===== src/design/qrm_pkg.sv =====
`timescale 1ns / 1ps
package qrm_pkg;

	localparam int LANES  = 9;
	localparam int IN_W   = 16;
	localparam int PROD_W = 2 * IN_W;
	localparam int S_W    = PROD_W + 1;
	localparam int N_W    = PROD_W + 2;
	localparam int Q_W    = 16;
	localparam int OUT_W  = 16;

	localparam logic [Q_W-1:0] ONE_Q14 = Q_W'(16384);

	typedef struct packed {
		logic [S_W-1:0]            s;
		logic [LANES-1:0]          neg;
		logic [LANES-1:0][S_W-1:0] mag;
		logic                      deg;
	} qrm_div_in_t;

	typedef struct packed {
		logic [LANES-1:0]          neg;
		logic [LANES-1:0][Q_W-1:0] quo;
		logic                      deg;
	} qrm_div_out_t;

	typedef struct packed {
		logic [LANES-1:0][OUT_W-1:0] m;
		logic                        deg;
	} qrm_mat_t;

endpackage


===== src/design/qrm_round.sv =====
`timescale 1ns / 1ps
module qrm_round (
	input  logic                  clk,
	input  logic                  arst_n,
	input  logic                  in_valid,
	output logic                  in_ready,
	input  qrm_pkg::qrm_div_out_t in_word,
	output logic                  out_valid,
	input  logic                  out_ready,
	output qrm_pkg::qrm_mat_t     out_word
);
	import qrm_pkg::*;

	logic                            vld_s1;
	logic                            ld_s1;
	qrm_mat_t                        mat_s1;
	logic [LANES-1:0][OUT_W-1:0]     m_nxt;
	logic [LANES-1:0][Q_W:0]         qp1;
	logic [LANES-1:0][Q_W-1:0]       qr;
	logic [LANES-1:0][Q_W-1:0]       sat;

	assign ld_s1    = !vld_s1 || out_ready;
	assign in_ready = ld_s1;

	// quotient holds floor(2^15 * |n| / s); halve with rounding
	always_comb begin
		for (int l = 0; l < LANES; l++) begin
			qp1[l] = {1'b0, in_word.quo[l]} + (Q_W+1)'(1);
			qr[l]  = qp1[l][Q_W:1];
			sat[l] = (qr[l] > ONE_Q14) ? ONE_Q14 : qr[l];
			if (in_word.deg) begin
				m_nxt[l] = (l % 4 == 0) ? OUT_W'(ONE_Q14) : '0;
			end else begin
				m_nxt[l] = in_word.neg[l] ? OUT_W'(-sat[l]) : OUT_W'(sat[l]);
			end
		end
	end

	always_ff @(posedge clk or negedge arst_n) begin
		if (!arst_n) begin
			vld_s1 <= 1'b0;
		end else if (ld_s1) begin
			vld_s1 <= in_valid;
		end
	end

	always_ff @(posedge clk) begin
		if (ld_s1) begin
			mat_s1.m   <= m_nxt;
			mat_s1.deg <= in_word.deg;
		end
	end

	assign out_valid = vld_s1;
	assign out_word  = mat_s1;

endmodule


===== config.mk =====
export PLATFORM = sky130hd
export DESIGN_NAME = qrm_round
export DESIGN_NICKNAME = d
export VERILOG_FILES = /design/src/design/qrm_pkg.sv /design/src/design/qrm_round.sv
export SDC_FILE = /design/constraint.sdc
export NUM_CORES = 1
export LEC_CHECK = 0
export ABC_AREA = 1
export CORE_MARGIN = 1
export CORE_UTILIZATION = 45
export CTS_BUF_LIST = sky130_fd_sc_hd__clkbuf_8
export CTS_CLUSTER_SIZE = 16
export DETAILED_ROUTE_END_ITERATION = 10
export DONT_BUFFER_PORTS = 1
export PLACE_DENSITY = 0.69
export SETUP_SLACK_MARGIN = 0.15
export SYNTH_ARGS = -nofsm -noshare
export SYNTH_HDL_FRONTEND = slang
export SYNTH_SLANG_ARGS = --single-unit

===== constraint.sdc =====
create_clock -name clk -period 5.87 [get_ports clk]
set_input_delay 0.8805 -clock clk [delete_from_list [all_inputs] [get_ports clk]]
set_output_delay 0.8805 -clock clk [all_outputs]
set_load 0.05 [all_outputs]

## Yosys cells after proc, flatten, opt, wreduce, memory -nomap -nowiden

Index checks and enable logic that the tools add are counted.

- Bits in registers: 146
- Input port bits: 158
- Output and inout bits: 147
- Word-level logic and storage cells: 58

- Add/sub/neg operators: 18
- Order comparisons: 9
- Multiplexer cells: 18
- Reduce and logical (&&, ||, !) cells: 2

Operators by type and width:

| kind | number |
|---|---|
| 2-to-1 mux 16 bit | 18 |
| adder 16 x 1 -> 17 bit (second input constant) | 9 |
| > comparator 16 x 15 -> 1 bit (second input constant) | 9 |
| negation 16 bit | 9 |
| zero test 1 bit | 1 |
| logical OR 1 bit | 1 |

## Logic depth before layout (Yosys ltp)

- Word-level depth: 5
- Gate-level depth with buffers: 24
- Depth with buffers taken out: 23

## Worst setup path before layout

OpenSTA, ideal clock, no wires.

- Path type: in2out
- Start point: in out_ready
- End point: out in_ready
- Arrival time: 4289 ps
- Required time: 4990 ps
- Slack: 701 ps
- Cell stages on the path: 2
- Path buffers: 0
- Path through: inv_1 -> nand2_1

- Word-level cells in the longest chain between the ends: 1

RTL lines:

| item | RTL line | source |
|---|---|---|
| start, declared | qrm_round.sv:9 | `input logic out_ready,` |
| logical OR 1 bit | qrm_round.sv:22 | `assign ld_s1 = !vld_s1 \|\| out_ready;` |
| end, declared | qrm_round.sv:6 | `output logic in_ready,` |

No other way between the ends.

## Final worst setup path

- Start point: in in_word[113] (netlist name)
- End point: reg mat_s1 (netlist bit out_word[127]) (data pin)

- Word-level cells in the longest chain between the ends: 5

RTL lines:

| item | RTL line | source |
|---|---|---|
| start, declared | qrm_round.sv:7 | `input qrm_pkg::qrm_div_out_t in_word,` |
| adder 16 x 1 -> 17 bit (*) | qrm_round.sv:28 | `qp1[l] = {1'b0, in_word.quo[l]} + (Q_W+1)'(1);` |
| > comparator 16 x 15 -> 1 bit | qrm_round.sv:30 | `sat[l] = (qr[l] > ONE_Q14) ? ONE_Q14 : qr[l];` |
| 2-to-1 mux 16 bit (*) | qrm_round.sv:30 |  |
| negation 16 bit | qrm_round.sv:34 | `m_nxt[l] = in_word.neg[l] ? OUT_W'(-sat[l]) : OUT_W'(sat[l]);` |
| 2-to-1 mux 16 bit (*) | qrm_round.sv:34 |  |
| end, declared | qrm_round.sv:16 | `qrm_mat_t mat_s1;` |

Mark *: on every way between the ends. The rest lies on a longest branch, timed or not.
A chain may end at the register's enable or synchronous reset.

==> flow_metrics.env <==
export IMPL_outcome="finished, final reports clean"
export IMPL_n_fill_cell=2996
export IMPL_crit_fanout=24
export IMPL_worst_r2r_startpoint="out_valid"
export IMPL_synthAdderAreaFrac=0.0168
export IMPL_numCtsBuffers=17
export IMPL_critical_register_to_register_path_endpoint="out_word[86]"
export IMPL_route_vias_total=13358
export IMPL_power_per_cell_area_nw_per_um2=222
export IMPL_async_flop_share=0.00685
export IMPL_finalHoldWorstSlack_ns=0.103
export IMPL_finalCritPeriodShare=0.591
export IMPL_number_of_iterations_in_the_first_detailed_routing_pass=5
export IMPL_layout_cells_most_common_list="sky130_fd_sc_hd__nand2_1, sky130_fd_sc_hd__nor2_1, sky130_fd_sc_hd__inv_1"
export IMPL_comb_power_share=0.186
export IMPL_gp_congestion=0.940
export IMPL_drc=0
export IMPL_fraction_of_the_mapped_netlist_area_in_compound_gates=0.121
export IMPL_ff_latch_area_um2=4380
export IMPL_power_leakage_nw=6.57
export IMPL_yosys_area_share_xor_xnor=0.0279
export IMPL_synthDominantCellAreaShare=0.325
export IMPL_period_minus_slack_ns=3.47
export IMPL_max_rail_drop_vdd_mv=0.126
export IMPL_sequentialPowerShare=0.541
export IMPL_clk_root_buffer_cell="sky130_fd_sc_hd__clkbuf_8"
export IMPL_placeableCoreArea_um2=29000
export IMPL_num_antenna_cells=0
export IMPL_routed_wirelength_mm=35.9
export IMPL_detailedRoute_firstIterationViolations=1005
export IMPL_cts_repair_timing_setup_buffer_count=0
export IMPL_unrepaired_setup_endpoints_after_global_routing="false"
export IMPL_critPathLaunchType="primary input"
export IMPL_pin_count_of_the_biggest_net_entering_global_routing=76
export IMPL_cts_sink_count=146
export IMPL_synth_simple_gate_area_share=0.416
export IMPL_avg_wl_per_cell_um=14.5
export IMPL_place_hpwl_mm=28.0
export IMPL_ws_path_type="in2reg"
export IMPL_worst_r2r_setup_slack_ns=3.60
export IMPL_ys_warn_count=0
export IMPL_cts_resized=0
export IMPL_synth_cell_area_um2=13400
export IMPL_sequential_share_of_the_synthesized_area=0.327
export IMPL_ys_ff_latch=146
export IMPL_synth_edff_count=145
export IMPL_final_max_slew_viol_count=0
export IMPL_grt_first_pass_wirelength_mm=58.9
export IMPL_syn_avg_cell_area_um2=6.40
export IMPL_cellInternalPower_w=0.00186
export IMPL_layout_cells_most_common="sky130_fd_sc_hd__nand2_1"
export IMPL_power_share_switching=0.406
export IMPL_muxShareOfSynthArea=0
export IMPL_fin_total_pwr_w=0.00313
export IMPL_launch_point_of_the_worst_path="in_word[113]"
export IMPL_tritoncts_clock_tree="done"
export IMPL_die_area_um2=30500
export IMPL_post_route_cells_drive_above_1_share=0.0470
export IMPL_floorplan_die_width_um=175
export IMPL_nets=2249
export IMPL_synth_top_family_by_area="simple AND/OR/NAND/NOR gates"
export IMPL_placement_rows=62
export IMPL_worstSkewPairLatency_ns=0.47
export IMPL_yosys_cell_types_count=53
export IMPL_number_of_antenna_violations_at_the_first_check_in_global_routing=0
export IMPL_multi_input_logic_area_um2=7810
export IMPL_skew_ns=0.0128
export IMPL_grt_overflow_total=0
export IMPL_min_path_type="in2async"
export IMPL_worst_setup_hold_path_clk_slew_ns=0.09
export IMPL_detail_route_antenna_nets=0
export IMPL_setup_tns_ns=0
export IMPL_synth_flop_cell="sky130_fd_sc_hd__edfxtp_1"
export IMPL_timing_fmax_mhz=288
export IMPL_portBuffers=0
export IMPL_crit_required_ns=6.09
export IMPL_worst_setup_slack_after_placement_ns=1.97
export IMPL_worstMarginPinSlew_ns=0.999
export IMPL_syn_instance_count=2096
export IMPL_syn_num_nets=2272
export IMPL_htree_levels=4
export IMPL_finalHoldViolations=0
export IMPL_boundaryPins=305
export IMPL_end_kind="register"
export IMPL_crit_path_end="out_word[127]"
export IMPL_cts_hold_fix_buffers=0
export IMPL_synth_area_leader_cell="sky130_fd_sc_hd__edfxtp_1"
export IMPL_worst_slack_ns=2.40
export IMPL_first_global_vias=12196
export IMPL_cp_data_arrival_time_ns=3.69
export IMPL_setup_viol_count_final=0
export IMPL_power_net_switching_w=0.00127
export IMPL_area_contributors_post_synth="sky130_fd_sc_hd__edfxtp_1, sky130_fd_sc_hd__nand2_1, sky130_fd_sc_hd__nor2_1, sky130_fd_sc_hd__inv_1, sky130_fd_sc_hd__nand3_1"
export IMPL_initial_standard_cell_utilization_of_the_core=0.462
export IMPL_area_delta_synth_final_pct=4.93
export IMPL_largest_buffer_count_on_any_clock_path=2
export IMPL_slew_limit_headroom=0.334
export IMPL_clk_network_pwr_share=0.273
export IMPL_die_height_um=175
export IMPL_avgViaCountPerCell=5.41
export IMPL_timing_max_cap_violations=0
export IMPL_timing_reg2reg_worst_path_depth=2
export IMPL_grt_usage=0.235
==> state kept, by name, indices dropped and copies added (netlist names) <==
name and cells:
out_valid 1, out_word 145
==> critical path, cell delays in order <==
cell and delay, ns:
sky130_fd_sc_hd__ha_1 0.19, sky130_fd_sc_hd__nand2_1 0.07, sky130_fd_sc_hd__nor2_1 0.33, sky130_fd_sc_hd__nand3_1 0.15, sky130_fd_sc_hd__xor2_1 0.26, sky130_fd_sc_hd__nand2_1 0.08, sky130_fd_sc_hd__nor2_1 0.09, sky130_fd_sc_hd__nand3_1 0.08
sky130_fd_sc_hd__nand2_2 0.32, sky130_fd_sc_hd__nand2_1 0.15, sky130_fd_sc_hd__ha_1 0.23, sky130_fd_sc_hd__nor2_1 0.17, sky130_fd_sc_hd__a21oi_1 0.10, sky130_fd_sc_hd__nand2_1 0.18, sky130_fd_sc_hd__inv_1 0.09, sky130_fd_sc_hd__nand3_1 0.11
sky130_fd_sc_hd__nand2_1 0.07, sky130_fd_sc_hd__nand2_1 0.06, sky130_fd_sc_hd__nor2_1 0.05
==> power by group through the flow <==
| stage | combinational, W | clock (W) | sequential [W] |
|---|---|---|---|
| after CTS | 0.000583 | 0.000885 | 0.00170 |
| after global placement | 0.000568 | 0 | 0.00172 |
| final | 0.000583 | 0.000853 | 0.00169 |
| after floorplan | 0.000490 | 0 | 0.00169 |
| after detailed placement | 0.000581 | 0 | 0.00172 |
| after global routing | 0.000676 | 0.000916 | 0.00170 |
==> cell type report <==
class | count | area share
flip-flops and latches | 146 | 0.311
clock buffers | 17 | 0.0166
repair buffers | 3 | 0.00160
clock inverters | 15 | 0.0120
inverters | 259 | 0.0692
multi-input cells | 1646 | 0.555
well taps | 384 | 0.0341
==> metrics by stage <==
step / std cells / util / instance area, um^2
after floorplan: 2096 / - / 13400
after global placement: 2438 / 0.471 / 13700
after detailed placement: 2438 / 0.471 / 13700
after CTS: 2470 / 0.485 / 14100
after global routing: 2470 / 0.485 / 14100
final: 2470 / 0.485 / 14100
==> cells by family after synthesis <==
logic type | Yosys count
and+or+nand+nor | 1312
buffers and inverters | 304
AOI/OAI and AO/OA | 275
DFF | 146
xor gates and xnor gates | 41
adders and majority gates | 18
==> synthesized netlist by cell type (3+ instances only) <==
| library cell | number |
|---|---|
| sky130_fd_sc_hd__edfxtp_1 | 145 |
| sky130_fd_sc_hd__o211ai_1 | 10 |
| sky130_fd_sc_hd__nand3_2 | 4 |
| sky130_fd_sc_hd__o311a_1 | 4 |
| sky130_fd_sc_hd__o21ai_0 | 98 |
| sky130_fd_sc_hd__buf_2 | 8 |
| sky130_fd_sc_hd__clkbuf_1 | 25 |
| sky130_fd_sc_hd__nand2_1 | 648 |
| sky130_fd_sc_hd__nor4_1 | 3 |
| sky130_fd_sc_hd__o21a_1 | 4 |
| sky130_fd_sc_hd__o22ai_1 | 3 |
| sky130_fd_sc_hd__a21boi_0 | 3 |
| sky130_fd_sc_hd__nand3b_1 | 14 |
| sky130_fd_sc_hd__or2_1 | 3 |
| sky130_fd_sc_hd__nor2_2 | 17 |
| sky130_fd_sc_hd__o21ai_1 | 14 |
| sky130_fd_sc_hd__clkinv_1 | 6 |
| sky130_fd_sc_hd__inv_2 | 5 |
| sky130_fd_sc_hd__inv_1 | 248 |
| sky130_fd_sc_hd__nand3_1 | 173 |
| sky130_fd_sc_hd__xor2_1 | 28 |
| sky130_fd_sc_hd__nor2_1 | 321 |
| sky130_fd_sc_hd__o31ai_1 | 9 |
| sky130_fd_sc_hd__a21oi_1 | 95 |
| sky130_fd_sc_hd__ha_1 | 18 |
| sky130_fd_sc_hd__xnor2_1 | 11 |
| sky130_fd_sc_hd__nor3_1 | 32 |
| sky130_fd_sc_hd__nor3b_1 | 3 |
| sky130_fd_sc_hd__o41ai_1 | 10 |
| sky130_fd_sc_hd__nand4_1 | 65 |
| sky130_fd_sc_hd__or2_2 | 6 |
| sky130_fd_sc_hd__buf_6 | 8 |
| sky130_fd_sc_hd__buf_4 | 4 |
| sky130_fd_sc_hd__a22oi_1 | 4 |
| sky130_fd_sc_hd__nor2_4 | 4 |
| sky130_fd_sc_hd__o21bai_1 | 8 |
| sky130_fd_sc_hd__nand2_2 | 14 |
==> worst min-delay path by stage <==
stage,from,to
3_3_place_gp,arst_n,out_valid
3_5_place_dp,arst_n,out_valid
2_1_floorplan,arst_n,out_valid
4_1_cts,arst_n,out_valid
5_1_grt,arst_n,out_valid
6_report,arst_n,out_valid
==> metal layers <==
layer / wire (um) / share of wire / global-route usage
met1: 15500 / 0.43 / 0.284
met2: 16600 / 0.46 / 0.397
met3: 2630 / 0.073 / 0.0607
met4: 1260 / 0.035 / 0.0964
met5: 0 / 0 / 0
(Power assumes the default switching activity.)
